==> src/rtl/core/olh_pkg.sv <==
package olh_pkg;

   // request and response field types
   typedef logic [2:0]  cmd_type;
   typedef logic [5:0]  position_type;
   typedef logic [31:0] handle_type;
   typedef logic [1:0]  status_type;
   typedef logic [6:0]  entry_count_type;

   // command codes
   localparam cmd_type CMD_APPEND    = 3'd0;
   localparam cmd_type CMD_CLEAR     = 3'd1;
   localparam cmd_type CMD_READ      = 3'd2;
   localparam cmd_type CMD_SWAP_NEXT = 3'd3;
   localparam cmd_type CMD_SWAP_PREV = 3'd4;
   localparam cmd_type CMD_REMOVE    = 3'd5;
   localparam cmd_type CMD_REPLACE   = 3'd6;

   // status codes
   localparam status_type ST_OK    = 2'd0;
   localparam status_type ST_NULL  = 2'd1;
   localparam status_type ST_FULL  = 2'd2;
   localparam status_type ST_RANGE = 2'd3;

   // store read address select
   typedef logic [1:0] rd_sel_type;
   localparam rd_sel_type RD_POS  = 2'd0;
   localparam rd_sel_type RD_NBR  = 2'd1;
   localparam rd_sel_type RD_IDX1 = 2'd2;
   localparam rd_sel_type RD_IDX2 = 2'd3;

   // store write address and data select
   typedef logic [2:0] wr_sel_type;
   localparam wr_sel_type WR_APPEND  = 3'd0;
   localparam wr_sel_type WR_REPLACE = 3'd1;
   localparam wr_sel_type WR_SWAP_A  = 3'd2;
   localparam wr_sel_type WR_SWAP_B  = 3'd3;
   localparam wr_sel_type WR_SHIFT   = 3'd4;
   localparam wr_sel_type WR_ZERO    = 3'd5;

   // controller to datapath commands
   typedef struct packed {
      logic       latch_req;
      logic       check;
      logic       rd_en;
      rd_sel_type rd_sel;
      logic       wr_en;
      wr_sel_type wr_sel;
      logic       cap_tmp;
      logic       cap_hout;
      logic       idx_inc;
      logic       cnt_inc;
      logic       cnt_dec;
      logic       cnt_clr;
      logic       load_rsp;
   } olh_ctrl_type;

   // datapath to controller status
   typedef struct packed {
      cmd_type cmd;
      logic    is_null;
      logic    is_full;
      logic    in_range;
      logic    has_nbr;
      logic    has_next;
      logic    shift_more;
   } olh_stat_type;

endpackage

==> src/rtl/core/olh_ctrl.sv <==
module olh_ctrl import olh_pkg::*; (
   input  logic         clock,
   input  logic         reset,
   input  logic         req_valid,
   output logic         req_ready,
   output logic         rsp_valid,
   input  logic         rsp_ready,
   input  olh_stat_type stat,
   output olh_ctrl_type ctrl
);

   localparam logic [3:0] S_IDLE   = 4'd0;
   localparam logic [3:0] S_CHECK  = 4'd1;
   localparam logic [3:0] S_RD_B   = 4'd2;
   localparam logic [3:0] S_SWAP_A = 4'd3;
   localparam logic [3:0] S_SWAP_B = 4'd4;
   localparam logic [3:0] S_SHIFT  = 4'd5;
   localparam logic [3:0] S_ZERO   = 4'd6;
   localparam logic [3:0] S_DONE   = 4'd7;

   logic [3:0] state_ff, state_in;
   logic       rsp_valid_ff, rsp_valid_in;

   always_comb begin
      state_in     = state_ff;
      rsp_valid_in = rsp_valid_ff && !rsp_ready;
      ctrl         = '0;
      ctrl.rd_sel  = RD_POS;
      ctrl.wr_sel  = WR_APPEND;
      req_ready    = 1'b0;

      case (state_ff)
         S_IDLE: begin
            req_ready = 1'b1;
            if (req_valid) begin
               ctrl.latch_req = 1'b1;
               state_in       = S_CHECK;
            end
         end
         S_CHECK: begin
            ctrl.check = 1'b1;
            state_in   = S_DONE;
            case (stat.cmd)
               CMD_APPEND: begin
                  if (!stat.is_null && !stat.is_full) begin
                     ctrl.wr_en   = 1'b1;
                     ctrl.wr_sel  = WR_APPEND;
                     ctrl.cnt_inc = 1'b1;
                  end
               end
               CMD_CLEAR: begin
                  ctrl.cnt_clr = 1'b1;
               end
               CMD_READ, CMD_REMOVE: begin
                  if (stat.in_range) begin
                     ctrl.rd_en = 1'b1;
                     state_in   = S_RD_B;
                  end
               end
               CMD_SWAP_NEXT, CMD_SWAP_PREV: begin
                  if (stat.in_range && stat.has_nbr) begin
                     ctrl.rd_en = 1'b1;
                     state_in   = S_RD_B;
                  end
               end
               CMD_REPLACE: begin
                  if (!stat.is_null && stat.in_range) begin
                     ctrl.rd_en = 1'b1;
                     state_in   = S_RD_B;
                  end
               end
               default: begin
               end
            endcase
         end
         S_RD_B: begin
            ctrl.cap_tmp = 1'b1;
            state_in     = S_DONE;
            case (stat.cmd)
               CMD_READ: begin
                  ctrl.cap_hout = 1'b1;
               end
               CMD_REPLACE: begin
                  ctrl.cap_hout = 1'b1;
                  ctrl.wr_en    = 1'b1;
                  ctrl.wr_sel   = WR_REPLACE;
               end
               CMD_SWAP_NEXT, CMD_SWAP_PREV: begin
                  ctrl.rd_en  = 1'b1;
                  ctrl.rd_sel = RD_NBR;
                  state_in    = S_SWAP_A;
               end
               CMD_REMOVE: begin
                  ctrl.cap_hout = 1'b1;
                  if (stat.has_next) begin
                     ctrl.rd_en  = 1'b1;
                     ctrl.rd_sel = RD_IDX1;
                     state_in    = S_SHIFT;
                  end else begin
                     state_in = S_ZERO;
                  end
               end
               default: begin
               end
            endcase
         end
         S_SWAP_A: begin
            ctrl.wr_en  = 1'b1;
            ctrl.wr_sel = WR_SWAP_A;
            state_in    = S_SWAP_B;
         end
         S_SWAP_B: begin
            ctrl.wr_en  = 1'b1;
            ctrl.wr_sel = WR_SWAP_B;
            state_in    = S_DONE;
         end
         S_SHIFT: begin
            ctrl.wr_en   = 1'b1;
            ctrl.wr_sel  = WR_SHIFT;
            ctrl.idx_inc = 1'b1;
            if (stat.shift_more) begin
               ctrl.rd_en  = 1'b1;
               ctrl.rd_sel = RD_IDX2;
            end else begin
               state_in = S_ZERO;
            end
         end
         S_ZERO: begin
            ctrl.wr_en   = 1'b1;
            ctrl.wr_sel  = WR_ZERO;
            ctrl.cnt_dec = 1'b1;
            state_in     = S_DONE;
         end
         S_DONE: begin
            if (!rsp_valid_ff || rsp_ready) begin
               ctrl.load_rsp = 1'b1;
               rsp_valid_in  = 1'b1;
               state_in      = S_IDLE;
            end
         end
         default: begin
            state_in = S_IDLE;
         end
      endcase
   end

   always_ff @(posedge clock) begin
      if (reset) begin
         state_ff     <= S_IDLE;
         rsp_valid_ff <= 1'b0;
      end else begin
         state_ff     <= state_in;
         rsp_valid_ff <= rsp_valid_in;
      end
   end

   assign rsp_valid = rsp_valid_ff;

endmodule

==> config.mk <==
export PLATFORM = sky130hd
export DESIGN_NAME = olh_ctrl
export DESIGN_NICKNAME = d
export VERILOG_FILES = /design/src/rtl/core/olh_pkg.sv /design/src/rtl/core/olh_ctrl.sv
export SDC_FILE = /design/constraint.sdc
export NUM_CORES = 1
export LEC_CHECK = 0
export BUFFER_PORTS_ARGS = -buffer_cell sky130_fd_sc_hd__buf_2
export CORE_UTILIZATION = 30
export CTS_BUF_LIST = sky130_fd_sc_hd__clkbuf_8
export CTS_CLUSTER_SIZE = 12
export DETAILED_ROUTE_END_ITERATION = 7
export GPL_ROUTABILITY_DRIVEN = 1
export MAX_ROUTING_LAYER = met4
export PLACE_DENSITY = 0.69
export SYNTH_ARGS = -nofsm -noshare
export SYNTH_HDL_FRONTEND = slang
export SYNTH_SLANG_ARGS = --single-unit
export TNS_END_PERCENT = 100
==> constraint.sdc <==
create_clock -name clock -period 1.6 [get_ports clock]
set_input_delay 0.32 -clock clock [delete_from_list [all_inputs] [get_ports clock]]
set_output_delay 0.32 -clock clock [all_outputs]
set_load 0.02 [all_outputs]
==> results of run 1 <==
cells by family (layout without fill, tap and decap cells):
kind of cell           after synthesis  count (layout)
AOI/OAI and AO/OA                   26              26
buffers and inverters               10              57
DFF                                  4               4
muxes                                1               1
and+or+nand+nor                     42              42
final cells by class:
cell class | count | area, µm²
fillers | 176 | 738
multi-input cells | 69 | 494
repair buffers | 50 | 337
flip-flops and latches | 4 | 83.8
clock buffers | 3 | 41.3
well taps | 25 | 31.3
inverters | 4 | 20.0
routing by layer:
layer	vias to the layer above	track usage [%]	wire length, µm
met5	-	-	0
met4	0	2.42	0
met3	0	5.95	111
met2	30	30.3	888
met1	342	23.5	761
li1	394	-	-
power by group:
part / switching [mW] / internal, mW / total [mW]
clock network: 0.0539 / 0.161 / 0.214
registers: 0.0144 / 0.129 / 0.144
logic: 0.435 / 0.349 / 0.785
flip-flops by register name, indices dropped and copies added (netlist names):
register / flops
state_ff: 3
rsp_valid: 1
repair_timing:
action / in CTS / in global routing
pin swaps: 2 / 1
resized for setup: 16 / 9
setup endpoints to repair: 8 / 14
per-stage QoR:
step / instances / cell area, µm² / setup TNS (ns)
after detailed placement: 152 / 888 / -0.565
after floorplan: 83 / 597 / -0.323
after global routing: 155 / 1010 / -1.43
after global placement: 152 / 888 / -0.512
after CTS: 155 / 977 / -1.12
final: 155 / 1010 / -0.948
worst max-delay path, stage by stage (launching register included):
cell and delay, ns:
sky130_fd_sc_hd__dfxtp_2 0.32, sky130_fd_sc_hd__or3b_4 0.39, sky130_fd_sc_hd__buf_4 0.16, sky130_fd_sc_hd__nor3_4 0.11, sky130_fd_sc_hd__nor2_1 0.07, sky130_fd_sc_hd__a21oi_2 0.12, sky130_fd_sc_hd__buf_4 0.15
cell usage in the layout, fill, tap and decap left out, drive strengths merged, types with 2 or more instances in the layout:
cell     n
a21oi    8
nor2b    5
nand2b   9
nor3     3
a211o    2
inv      4
a31oi    2
o21ai    4
clkbuf   3
o31ai    2
nand2    6
dfxtp    4
nor2     7
nand3    4
buf     50
worst min path at each step:
stage          depth (start not counted)          end       from
2_1_floorplan                          1    rsp_valid      reset
3_3_place_gp                           2    rsp_valid  rsp_valid
3_5_place_dp                           2    rsp_valid  rsp_valid
4_1_cts                                2  state_ff[1]      reset
5_1_grt                                2  state_ff[1]      reset
6_report                               2  state_ff[1]      reset
==> results.rst, run 1 <==
.. list-table::
   :header-rows: 1

   * - Metric
     - Value
   * - Synthesized cell area
     - 571 µm²
   * - Synth Area in XOR/XNOR
     - 0%
   * - Placeable Area
     - 1750 µm²
   * - Highest ir drop seen on vdd
     - 0.829 mV
   * - Leakage power
     - about 0.50 nW
   * - Post-synth net total
     - 96
   * - Chip height
     - 45.6 µm
   * - Power per cell area
     - 1130 nW/µm²
   * - Layout overhead on the synthesized area
     - 76.5%
   * - Final clock skew
     - 0.00375 ns
   * - Final number of hold-violating endpoints
     - 0
   * - Final count of pins violating max slew
     - 0
   * - Number of standard-cell rows in the floorplan
     - 15
   * - Flip-flop cell with the highest count after synthesis
     - sky130_fd_sc_hd__dfxtp_1
   * - Async set-or-reset flop fraction in the synthesized netlist
     - 0%
   * - DPL Wire Length
     - 1360 µm
   * - Count of hold buffers inserted by post-cts repair
     - 0
   * - Clock tree from TritonCTS
     - yes
   * - Top cells by instance count after synthesis
     - sky130_fd_sc_hd__nand2b_1, sky130_fd_sc_hd__a21oi_1, sky130_fd_sc_hd__nor2_1, sky130_fd_sc_hd__nand2_1
   * - Number of nets with antenna violations after routing
     - 0
   * - Sequential-to-total area share from yosys stat
     - roughly 14%
   * - DP Worst Slack
     - -0.229 ns
   * - Clock transition at the registers of the reported paths
     - 0.03 ns
   * - Cells on worst reg2reg path
     - 5
   * - Final critical-path share of the clock period
     - 116%
   * - Setup Fix Bufs, Post-CTS
     - 0
   * - Cell with the most instances after synthesis
     - sky130_fd_sc_hd__nand2b_1
   * - Data required time of the worst path
     - 1.28 ns
   * - Area fraction in compound gates after synthesis
     - 32.2%
   * - Tightest slew margin relative to the limit
     - 64.8%
   * - Clock latency reported for the late side of the worst-skew pair
     - 0.22 ns
   * - Actual slew at the worst max-slew pin
     - approximately 0.52 ns
   * - Total Routed Length
     - 1760 µm
   * - Largest net degree at the start of global routing
     - 16
   * - Start point of the critical path
     - state_ff[1]
   * - Netlist cell types
     - 35
   * - Power, Total
     - 1.14 mW
   * - Basic-gate share of the synthesized area counting and, or, nand and nor cells
     - 43.0%
   * - Setup Crit Path Kind
     - reg2out
   * - Initial DRC count
     - 16
   * - Crit path capture type
     - primary output
   * - Setup repair after global routing missed its margin
     - yes
   * - Startpoint type of the worst setup path
     - flop
   * - Number of global-route vias before repair
     - 675
   * - Final weighted congestion in routability-driven placement
     - 0.776
   * - Clock buffers created by TritonCTS
     - 3
   * - Number of synthesized flops with an enable pin
     - 0
   * - Yosys warning total
     - 0
   * - Share of synthesized cell area in full adder, half adder and majority cells
     - 0%
   * - Number of antenna repair diodes
     - 0
   * - Count of endpoints failing setup in the final report
     - 7
   * - Number of port buffers
     - 30
   * - Mean instance size in the synthesized netlist
     - about 6.9 µm²
   * - Destination of the critical timing path
     - ctrl[10]
   * - Number of remaining DRC errors
     - 0
   * - Top cells by area, synth
     - sky130_fd_sc_hd__dfxtp_1, sky130_fd_sc_hd__nand2b_1, sky130_fd_sc_hd__a21oi_1
   * - Top achievable clock speed
     - approximately 540 MHz
   * - Failing checks
     - negative setup slack
   * - Number of buffers between clock root and the deepest sink
     - 2
   * - Arr. time, crit path
     - 1.54 ns
   * - Fraction of synthesized area in multiplexers
     - 1.75%
   * - # Max-Cap Violations
     - 0
   * - GRT Overall Usage
     - 18.9%
   * - Worst-case setup margin in the final layout
     - -0.260 ns
   * - Post-route core utilization
     - 57.7%
   * - Number of storage elements in the synthesis netlist
     - 4
   * - Origin of the critical flop-to-flop path
     - state_ff[0]
   * - Initial cell density of the core
     - 32.7%
   * - Fraction of final layout cells with drive strength greater than 1
     - 54.6%
   * - Wire length of the first global-routing pass
     - 2750 µm
   * - Hold_ws
     - 0.292 ns
   * - Routed vias
     - 766
   * - Die W
     - roughly 46 µm
   * - Result of the run
     - finished with violations
   * - Leading area contributor after synthesis
     - sky130_fd_sc_hd__dfxtp_1
   * - End of the worst register-to-register path
     - state_ff[1]
   * - Post-detailed-route wirelength per cell
     - 11.4 µm
   * - Hold Path Class
     - in2reg
   * - Clock sinks
     - 4
   * - Top Ports
     - 31
   * - Min cycle time layout
     - around 1.9 ns
   * - Detailed-route vias per instance
     - 4.94
   * - R2R Setup Slk
     - 0.38 ns
   * - Net count, final
     - 145
   * - Die area
     - roughly 2100 µm²
   * - Clk Tree Root Cell
     - sky130_fd_sc_hd__clkbuf_8
   * - Worst-path maximum fanout
     - 2
   * - Top cell type's share of synthesized area
     - 14.0%
   * - Number of antenna violations at the first check in global routing
     - 0
   * - GRT Residual Overflow
     - 0
   * - Combinational family with the most area after synthesis
     - simple AND/OR/NAND/NOR gates
   * - Pre-antenna DRT Iters
     - 4
   * - Post-Syn Instances
     - 83
   * - Number of levels the H-tree was split into
     - 1
Power figures use the tool's default switching activity.
==> run 2, diff against run 1 <==
--- a/config.mk
+++ b/config.mk
@@ -5,6 +5,7 @@
 export SDC_FILE = /design/constraint.sdc
 export NUM_CORES = 1
 export LEC_CHECK = 0
+export ABC_AREA = 1
 export BUFFER_PORTS_ARGS = -buffer_cell sky130_fd_sc_hd__buf_2
 export CORE_UTILIZATION = 30
 export CTS_BUF_LIST = sky130_fd_sc_hd__clkbuf_8
@@ -12,7 +13,7 @@
 export DETAILED_ROUTE_END_ITERATION = 7
 export GPL_ROUTABILITY_DRIVEN = 1
 export MAX_ROUTING_LAYER = met4
-export PLACE_DENSITY = 0.69
+export PLACE_DENSITY = 0.71
 export SYNTH_ARGS = -nofsm -noshare
 export SYNTH_HDL_FRONTEND = slang
 export SYNTH_SLANG_ARGS = --single-unit
==> run 2 against run 1 <==
  * The run still ends with negative setup slack left
  * Die area down 12%
  * Worst hold slack better by 0.016 ns
  * Design area down 17%
  * First-iteration DRC count down 56%
  * Clock-buffer cell count unchanged
  * Clock skew down 0.0025 ns
  * Wire length down 24%
  * Final cell count down 5.8%
  * Critical path depth up 2
  * Maximum frequency up 16%
  * Sequential power up 42%
  * Largest cell class unchanged
==> results.rst, run 2 <==
.. list-table::
   :header-rows: 1

   * - Metric
     - Value
   * - Clock latency reported for the late side of the worst-skew pair
     - 0.22 ns (about the same)
   * - Clock buffers created by TritonCTS
     - 3 (unchanged)
   * - Final clock skew
     - 0.00122 ns (was 0.00375 ns)
   * - Initial cell density of the core
     - 32.6% (was 32.7%)
   * - Top cell type's share of synthesized area
     - 21.2% (was 14.0%)
   * - Critical Path, Cell by Cell
     - inv_4 > buf_12 > nor2_4 > nand2_2 > inv_2 > nand3_2 > nand4_1 > buf_4 (was or3b_4 > buf_4 > nor3_4 > nor2_1 > a21oi_2 > buf_4)
   * - Startpoint type of the worst setup path
     - flop (unchanged)
   * - Routed vias
     - 679 (was 766)
   * - Number of antenna violations at the first check in global routing
     - 0 (unchanged)
   * - Number of synthesized flops with an enable pin
     - 0 (unchanged)
   * - Failing checks
     - negative setup slack (unchanged)
   * - Largest net degree at the start of global routing
     - 7 (was 16)
   * - # Max-Cap Violations
     - 0 (unchanged)
   * - Crit path capture type
     - primary output (unchanged)
   * - Number of global-route vias before repair
     - 610 (was 675)
   * - Number of port buffers
     - 30 (unchanged)
   * - Leakage power
     - 0.483 nW (was 0.502 nW)
   * - Top library cells by usage in the layout, fill and taps aside
     - sky130_fd_sc_hd__nand2_1, sky130_fd_sc_hd__buf_2, sky130_fd_sc_hd__inv_1 (was sky130_fd_sc_hd__buf_4, sky130_fd_sc_hd__buf_2, sky130_fd_sc_hd__nand2b_1, sky130_fd_sc_hd__a21oi_1, sky130_fd_sc_hd__nor2_1)
   * - Register with the highest flop count
     - state_ff (unchanged)
   * - Min cycle time layout
     - 1.60 ns (was 1.86 ns)
   * - Number of levels the H-tree was split into
     - 1 (unchanged)
   * - Total Negative Setup Slacks
     - -0.00133 ns (was -0.948 ns)
   * - Top Ports
     - 31 (unchanged)
   * - Number of remaining DRC errors
     - 0 (unchanged)
   * - GRT Residual Overflow
     - 0 (unchanged)
   * - Async set-or-reset flop fraction in the synthesized netlist
     - 0% (unchanged)
   * - Total Routed Length
     - 1350 µm (was 1760 µm)
   * - Worst-path maximum fanout
     - 4 (was 2)
   * - Number of antenna repair diodes
     - 0 (unchanged)
   * - Fraction of final layout cells with drive strength greater than 1
     - 49.2% (was 54.6%)
   * - Arr. time, crit path
     - 1.28 ns (was 1.54 ns)
   * - Number of storage elements in the synthesis netlist
     - 4 (unchanged)
   * - Clock sinks
     - 4 (unchanged)
   * - Mean instance size in the synthesized netlist
     - 5.58 µm² (was 6.87 µm²)
   * - Top achievable clock speed
     - 624 MHz (was 538 MHz)
   * - Die W
     - 42.7 µm (was 45.6 µm)
   * - Cell with the most instances after synthesis
     - sky130_fd_sc_hd__nand2_1 (was sky130_fd_sc_hd__nand2b_1)
   * - Wire length of the first global-routing pass
     - 2240 µm (was 2750 µm)
   * - Final standard cell area without fillers
     - 838 µm² (was 1010 µm²)
   * - Final critical-path share of the clock period
     - 100% (was 116%)
   * - Clock tree from TritonCTS
     - yes (unchanged)
   * - Netlist cell types
     - 19 (was 35)
   * - Net count, final
     - 145 (unchanged)
   * - Top cells by area, synth
     - sky130_fd_sc_hd__nand2_1, sky130_fd_sc_hd__dfxtp_1, sky130_fd_sc_hd__inv_1 (was sky130_fd_sc_hd__dfxtp_1, sky130_fd_sc_hd__nand2b_1, sky130_fd_sc_hd__a21oi_1)
   * - Number of buffers between clock root and the deepest sink
     - 2 (unchanged)
   * - Layout overhead on the synthesized area
     - 68.8% (was 76.5%)
   * - DPL Wire Length
     - 1110 µm (was 1360 µm)
   * - GRT Overall Usage
     - 16.4% (was 18.9%)
   * - Number of standard-cell rows in the floorplan
     - 14 (was 15)
   * - Sequential-to-total area share from yosys stat
     - 16.1% (was 14.0%)
   * - DP Worst Slack
     - 0.0525 ns (was -0.229 ns)
   * - Highest ir drop seen on vdd
     - 0.839 mV (was 0.829 mV)
   * - Detailed-route vias per instance
     - 4.65 (was 4.94)
   * - Clk Tree Root Cell
     - sky130_fd_sc_hd__clkbuf_8 (unchanged)
   * - Data required time of the worst path
     - 1.28 ns (about the same)
   * - Placed standard-cell area
     - 689 µm² (was 888 µm²)
   * - Post-Syn Instances
     - 89 (was 83)
   * - Actual slew at the worst max-slew pin
     - 0.225 ns (was 0.523 ns)
   * - Final Instance Count excl. Fillers
     - 146 (was 155)
   * - Final number of hold-violating endpoints
     - 0 (unchanged)
   * - Slowest library cell on the worst path
     - sky130_fd_sc_hd__dfxtp_2 (was sky130_fd_sc_hd__or3b_4)
   * - Chip height
     - 42.7 µm (was 45.6 µm)
   * - Setup repair after global routing missed its margin
     - yes (unchanged)
   * - Setup Crit Path Kind
     - reg2out (unchanged)
   * - Post-synth net total
     - 102 (was 96)
   * - Flip-flop cell with the highest count after synthesis
     - sky130_fd_sc_hd__dfxtp_1 (unchanged)
   * - Result of the run
     - finished with violations (unchanged)
   * - Total instance count after detailed placement
     - 138 (was 152)
   * - Worst-case setup margin in the final layout
     - -0.00133 ns (was -0.260 ns)
   * - Yosys warning total
     - 0 (unchanged)
   * - Final count of pins violating max slew
     - 0 (unchanged)
   * - Die area
     - 1820 µm² (was 2080 µm²)
   * - Power per cell area
     - 1770 nW/µm² (was 1130 nW/µm²)
   * - Power, Total
     - 1.48 mW (was 1.14 mW)
   * - Placeable Area
     - 1520 µm² (was 1750 µm²)
   * - Tightest slew margin relative to the limit
     - 84.9% (was 64.8%)
   * - Leading area contributor after synthesis
     - sky130_fd_sc_hd__nand2_1 (was sky130_fd_sc_hd__dfxtp_1)
   * - Synthesized cell area
     - 497 µm² (was 571 µm²)
   * - Number of flip-flops under the largest register name
     - 3 (unchanged)
   * - Post-detailed-route wirelength per cell
     - 9.23 µm (was 11.4 µm)
   * - Count of endpoints failing setup in the final report
     - 1 (was 7)
   * - Number of nets with antenna violations after routing
     - 0 (unchanged)
   * - Initial DRC count
     - 7 (was 16)
   * - Final weighted congestion in routability-driven placement
     - 0.756 (was 0.776)
   * - Pre-antenna DRT Iters
     - 3 (was 4)
   * - Top cells by instance count after synthesis
     - sky130_fd_sc_hd__nand2_1, sky130_fd_sc_hd__inv_1, sky130_fd_sc_hd__nor2_1, sky130_fd_sc_hd__nand3_1, sky130_fd_sc_hd__a21oi_1 (was sky130_fd_sc_hd__nand2b_1, sky130_fd_sc_hd__a21oi_1, sky130_fd_sc_hd__nor2_1, sky130_fd_sc_hd__nand2_1)
   * - Hold Path Class
     - in2reg (unchanged)
   * - CP max stage delay
     - 0.34 ns (was 0.39 ns)
   * - Clock transition at the registers of the reported paths
     - 0.03 ns (about the same)
run 2: final cells by class:
type	instances	area, µm²
multi-input combinational	70	383
clock buffer	3	41.3
tap	16	20.0
sequential	4	86.3
inverter	15	58.8
timing repair buffer	38	249
fill	158	686
run 2: path summary, 6_finish.rpt:
kind / to / slack, ns / startpoint / cells past startpoint
setup reg to reg: state_ff[1] / 0.33 / state_ff[0] / 7
hold reg to reg: rsp_valid / 0.58 / rsp_valid / 4
hold / removal: state_ff[2] / 0.31 / reset / 2
setup / recovery: ctrl[13] / -0.001 / state_ff[1] / 8
run 2: power breakdown:
| part | internal (mW) | switching, mW | total, mW |
|---|---|---|---|
| Sequential | 0.150 | 0.0541 | 0.204 |
| Clock | 0.160 | 0.0527 | 0.213 |
| Combinational | 0.440 | 0.622 | 1.06 |
run 2: metrics by stage:
| stage | hold WS (ns) | utilization [%] |
|---|---|---|
| global placement | 0.523 | 45.2 |
| global route | 0.302 | 55.0 |
| finish | 0.308 | 55.0 |
| detailed placement | 0.536 | 45.2 |
| CTS | 0.303 | 49.4 |
| floorplan | 0.389 | - |
run 2: worst max-delay path: cells and delay by family, from the launching register on:
kind	cells	cell delay, ns
buffers and inverters	4	0.39
AND/OR/NAND/NOR	4	0.35
flip-flops	1	0.34
run 2: cell families (layout without fill, tap and decap cells):
family	after synthesis	count (layout)	share of synthesized area [%]
buffers and inverters	15	56	11.3
AND/OR/NAND/NOR	59	59	59.7
flip-flops	4	4	16.1
AO/OA/AOI/OAI	11	11	12.8
run 2: repair_timing:
action	in CTS	in global routing
setup endpoints to repair	4	6
hold buffers	0	0
pin swaps	2	3
resized for setup	4	17
setup buffers	2	3
run 2: layer usage:
layer  vias to the layer above  share of wire (%)  global-route usage (%)
li1                        368                  -                       -
met1                       289                 43                    17.7
met2                        20                 51                    28.2
met3                         2                4.8                    2.55
met4                         0                1.1                    9.38
met5                         -                  0                       -
==> run 3, diff against run 2 <==
--- a/config.mk
+++ b/config.mk
@@ -7,13 +7,16 @@
 export LEC_CHECK = 0
 export ABC_AREA = 1
 export BUFFER_PORTS_ARGS = -buffer_cell sky130_fd_sc_hd__buf_2
-export CORE_UTILIZATION = 30
+export CELL_PAD_IN_SITES_DETAIL_PLACEMENT = 1
+export CELL_PAD_IN_SITES_GLOBAL_PLACEMENT = 2
+export CORE_ASPECT_RATIO = 2
+export CORE_UTILIZATION = 19
 export CTS_BUF_LIST = sky130_fd_sc_hd__clkbuf_8
 export CTS_CLUSTER_SIZE = 12
 export DETAILED_ROUTE_END_ITERATION = 7
 export GPL_ROUTABILITY_DRIVEN = 1
 export MAX_ROUTING_LAYER = met4
-export PLACE_DENSITY = 0.71
+export PLACE_DENSITY = 0.9
 export SYNTH_ARGS = -nofsm -noshare
 export SYNTH_HDL_FRONTEND = slang
 export SYNTH_SLANG_ARGS = --single-unit
==> run 3 against run 2 <==
  * Core utilization decreased by 21 points
  * Final cell count rose by 6.8%
  * Clock skew is 0.00092 ns higher
  * The run now ends clean
  * Non-clock buffer count is 1 lower
  * Global-route usage fell by 1.2 points
==> results.rst, run 3 (synthesis gave the netlist of run 2 again) <==
.. list-table::
   :header-rows: 1

   * - Metric
     - Value
   * - Result of the run
     - finished, final reports clean (was finished with violations)
   * - R2R Setup Slk
     - 0.27 ns (was 0.33 ns)
   * - Net count, final
     - 144 (was 145)
   * - Hold Path Depth
     - 2 (unchanged)
   * - Largest net degree at the start of global routing
     - 7 (unchanged)
   * - Min cycle time layout
     - 1.58 ns (was 1.60 ns)
   * - # Max-Cap Violations
     - 0 (unchanged)
   * - Setup repair after global routing missed its margin
     - yes (unchanged)
   * - Arr. time, crit path
     - 1.26 ns (was 1.28 ns)
   * - Total Routed Length
     - 1750 µm (was 1350 µm)
   * - Startpoint type of the worst setup path
     - flop (unchanged)
   * - End of the worst register-to-register path
     - state_ff[1] (unchanged)
   * - Number of remaining DRC errors
     - 0 (unchanged)
   * - Top Ports
     - 31 (unchanged)
   * - Detailed-route vias per instance
     - 4.58 (was 4.65)
   * - Number of flip-flops under the largest register name
     - 3 (unchanged)
   * - Number of antenna violations at the first check in global routing
     - 0 (unchanged)
   * - Number of standard-cell rows in the floorplan
     - 25 (was 14)
   * - Chip height
     - 74.3 µm (was 42.7 µm)
   * - Clk Tree Root Cell
     - sky130_fd_sc_hd__clkbuf_8 (unchanged)
   * - Layout overhead on the synthesized area
     - 65.0% (was 68.8%)
   * - Crit path capture type
     - primary output (unchanged)
   * - Buf/Inv on CP
     - 3 (was 4)
   * - Storage element area
     - 86.3 µm² (unchanged)
   * - Clock latency reported for the late side of the worst-skew pair
     - 0.21 ns (was 0.22 ns)
   * - Clock tree from TritonCTS
     - yes (unchanged)
   * - Die W
     - 38.2 µm (was 42.7 µm)
   * - Power per cell area
     - 1760 nW/µm² (was 1770 nW/µm²)
   * - Actual slew at the worst max-slew pin
     - 0.226 ns (was 0.225 ns)
   * - Power, Total
     - 1.44 mW (was 1.48 mW)
   * - Initial DRC count
     - 4 (was 7)
   * - Clock transition at the registers of the reported paths
     - 0.03 ns (about the same)
   * - Highest ir drop seen on vdd
     - 0.741 mV (was 0.839 mV)
   * - Hold_ws
     - 0.313 ns (was 0.308 ns)
   * - Data required time of the worst path
     - 1.28 ns (about the same)
   * - Number of port buffers
     - 30 (unchanged)
   * - GRT Residual Overflow
     - 0 (unchanged)
   * - Count of endpoints failing setup in the final report
     - 0 (was 1)
   * - Origin of the critical flop-to-flop path
     - state_ff[1] (was state_ff[0])
   * - DPL Wire Length
     - 1470 µm (was 1110 µm)
   * - Setup Crit Path Kind
     - reg2out (unchanged)
   * - Clock buffers created by TritonCTS
     - 3 (unchanged)
   * - Top library cells by usage in the layout, fill and taps aside
     - sky130_fd_sc_hd__nand2_1, sky130_fd_sc_hd__buf_2, sky130_fd_sc_hd__inv_1 (unchanged)
   * - Slowest library cell on the worst path
     - sky130_fd_sc_hd__dfxtp_2 (unchanged)
   * - Cells on worst reg2reg path
     - 10 (was 7)
   * - Final Instance Count excl. Fillers
     - 156 (was 146)
   * - Worst hold start
     - reset (unchanged)
   * - Wire length of the first global-routing pass
     - 3120 µm (was 2240 µm)
   * - Final clock skew
     - 0.00214 ns (was 0.00122 ns)
   * - Pre-antenna DRT Iters
     - 4 (was 3)
   * - Final number of hold-violating endpoints
     - 0 (unchanged)
   * - GRT Overall Usage
     - 15.2% (was 16.4%)
   * - Dominant delay contributor by cell family on the critical path
     - buffers and inverters (unchanged)
   * - Final weighted congestion in routability-driven placement
     - 0.725 (was 0.756)
   * - Filler Cell Count
     - 329 (was 158)
   * - Worst-path maximum fanout
     - 4 (unchanged)
   * - Routed vias
     - 714 (was 679)
   * - Total instance count after detailed placement
     - 150 (was 138)
   * - Footprint of the multi-input gates
     - 373 µm² (was 383 µm²)
   * - Critical Path, Cell by Cell
     - inv_4 > nand2_4 > buf_4 > nor2_4 > nand2_4 > nand4_1 > buf_4 (was inv_4 > buf_12 > nor2_4 > nand2_2 > inv_2 > nand3_2 > nand4_1 > buf_4)
   * - Clock sinks
     - 4 (unchanged)
   * - Tightest slew margin relative to the limit
     - 84.8% (was 84.9%)
   * - Post-detailed-route wirelength per cell
     - 11.2 µm (was 9.23 µm)
   * - Number of global-route vias before repair
     - 734 (was 610)
   * - Number of antenna repair diodes
     - 0 (unchanged)
   * - Fraction of final layout cells with drive strength greater than 1
     - 46.5% (was 49.2%)
   * - Number of levels the H-tree was split into
     - 1 (unchanged)
   * - Register with the highest flop count
     - state_ff (unchanged)
   * - CP max stage delay
     - 0.33 ns (was 0.34 ns)
   * - Die area
     - 2840 µm² (was 1820 µm²)
   * - Leakage power
     - 0.482 nW (was 0.483 nW)
   * - Final count of pins violating max slew
     - 0 (unchanged)
   * - Post-route core utilization
     - 34.0% (was 55.0%)
   * - Hold Path Class
     - in2reg (unchanged)
   * - Initial cell density of the core
     - 20.6% (was 32.6%)
   * - Final critical-path share of the clock period
     - 98.5% (was 100%)
   * - Number of buffers between clock root and the deepest sink
     - 2 (unchanged)
   * - Placeable Area
     - 2410 µm² (was 1520 µm²)
   * - Number of nets with antenna violations after routing
     - 0 (unchanged)
   * - Hold EP
     - state_ff[0] (was state_ff[2])
   * - Top achievable clock speed
     - 635 MHz (was 624 MHz)
==> run 3: cell count changes in the layout (fill, tap and decap cells not counted), moves of 2 or more <==
cell / change
sky130_fd_sc_hd__buf_2: +2
sky130_fd_sc_hd__nand2_1: +2
sky130_fd_sc_hd__buf_4: -2
sky130_fd_sc_hd__nand2_2: -3
==> run 3: where the power goes <==
part | switching, mW | total, mW | internal, mW | leakage, nW
Combinational | 0.623 | 1.02 | 0.392 | 0.426
Sequential | 0.0711 | 0.221 | 0.150 | 0.0342
Clock | 0.0477 | 0.208 | 0.160 | 0.0216
Total | 0.742 | 1.44 | 0.703 | 0.482
==> run 3: worst max path at each step <==
| stage | from | to | slack (ns) | cells after the start |
|---|---|---|---|---|
| finish | state_ff[1] | ctrl[13] | 0.02 | 7 |
| CTS | state_ff[1] | ctrl[10] | -0.008 | 8 |
| global route | state_ff[0] | ctrl[10] | -0.06 | 7 |
| global placement | stat[6] | ctrl[13] | 0.06 | 9 |
| floorplan | state_ff[0] | ctrl[10] | -0.07 | 6 |
| detailed placement | stat[6] | ctrl[13] | 0.04 | 9 |
==> run 3: metal layers <==
layer,track usage [%],share of wire [%],vias to the layer above
met5,-,0,-
met4,5.56,0.57,0
met3,2.39,3.7,2
met2,28.1,61,21
met1,15.0,34,325
li1,-,-,366
==> run 3: final cells by class <==
type | count | share of cell area, %
flip-flops and latches | 4 | 10.5
multi-input cells | 70 | 45.5
repair buffers | 37 | 27.3
clock buffers | 3 | 5.04
inverters | 15 | 7.48
well taps | 27 | 4.12
==> run 3: worst register-to-register path: cells and delay by family (launching register included) <==
kind | cells | cell delay (ns)
AOI/OAI and AO/OA | 2 | 0.17
and+or+nand+nor | 5 | 0.37
buffers and inverters | 3 | 0.35
DFF | 1 | 0.33
==> run 3: per-stage QoR <==
stage / area [µm²] / setup slack, ns / TNS (ns)
6_report: 820 / 0.0244 / 0
2_1_floorplan: 497 / -0.0694 / -0.0747
3_5_place_dp: 711 / 0.0407 / 0
3_3_place_gp: 711 / 0.0600 / 0
4_1_cts: 785 / -0.00842 / -0.0135
5_1_grt: 820 / -0.0615 / -0.136
==> run 3: timing repair <==
item / CTS / global route
hold endpoints to repair: 0 / 0
gates resized for setup: 8 / 9
endpoints found under the setup margin: 6 / 7
hold buffers: 0 / 0
pin swaps: 2 / 0
gates cloned: 0 / 0
setup buffers: 2 / 1
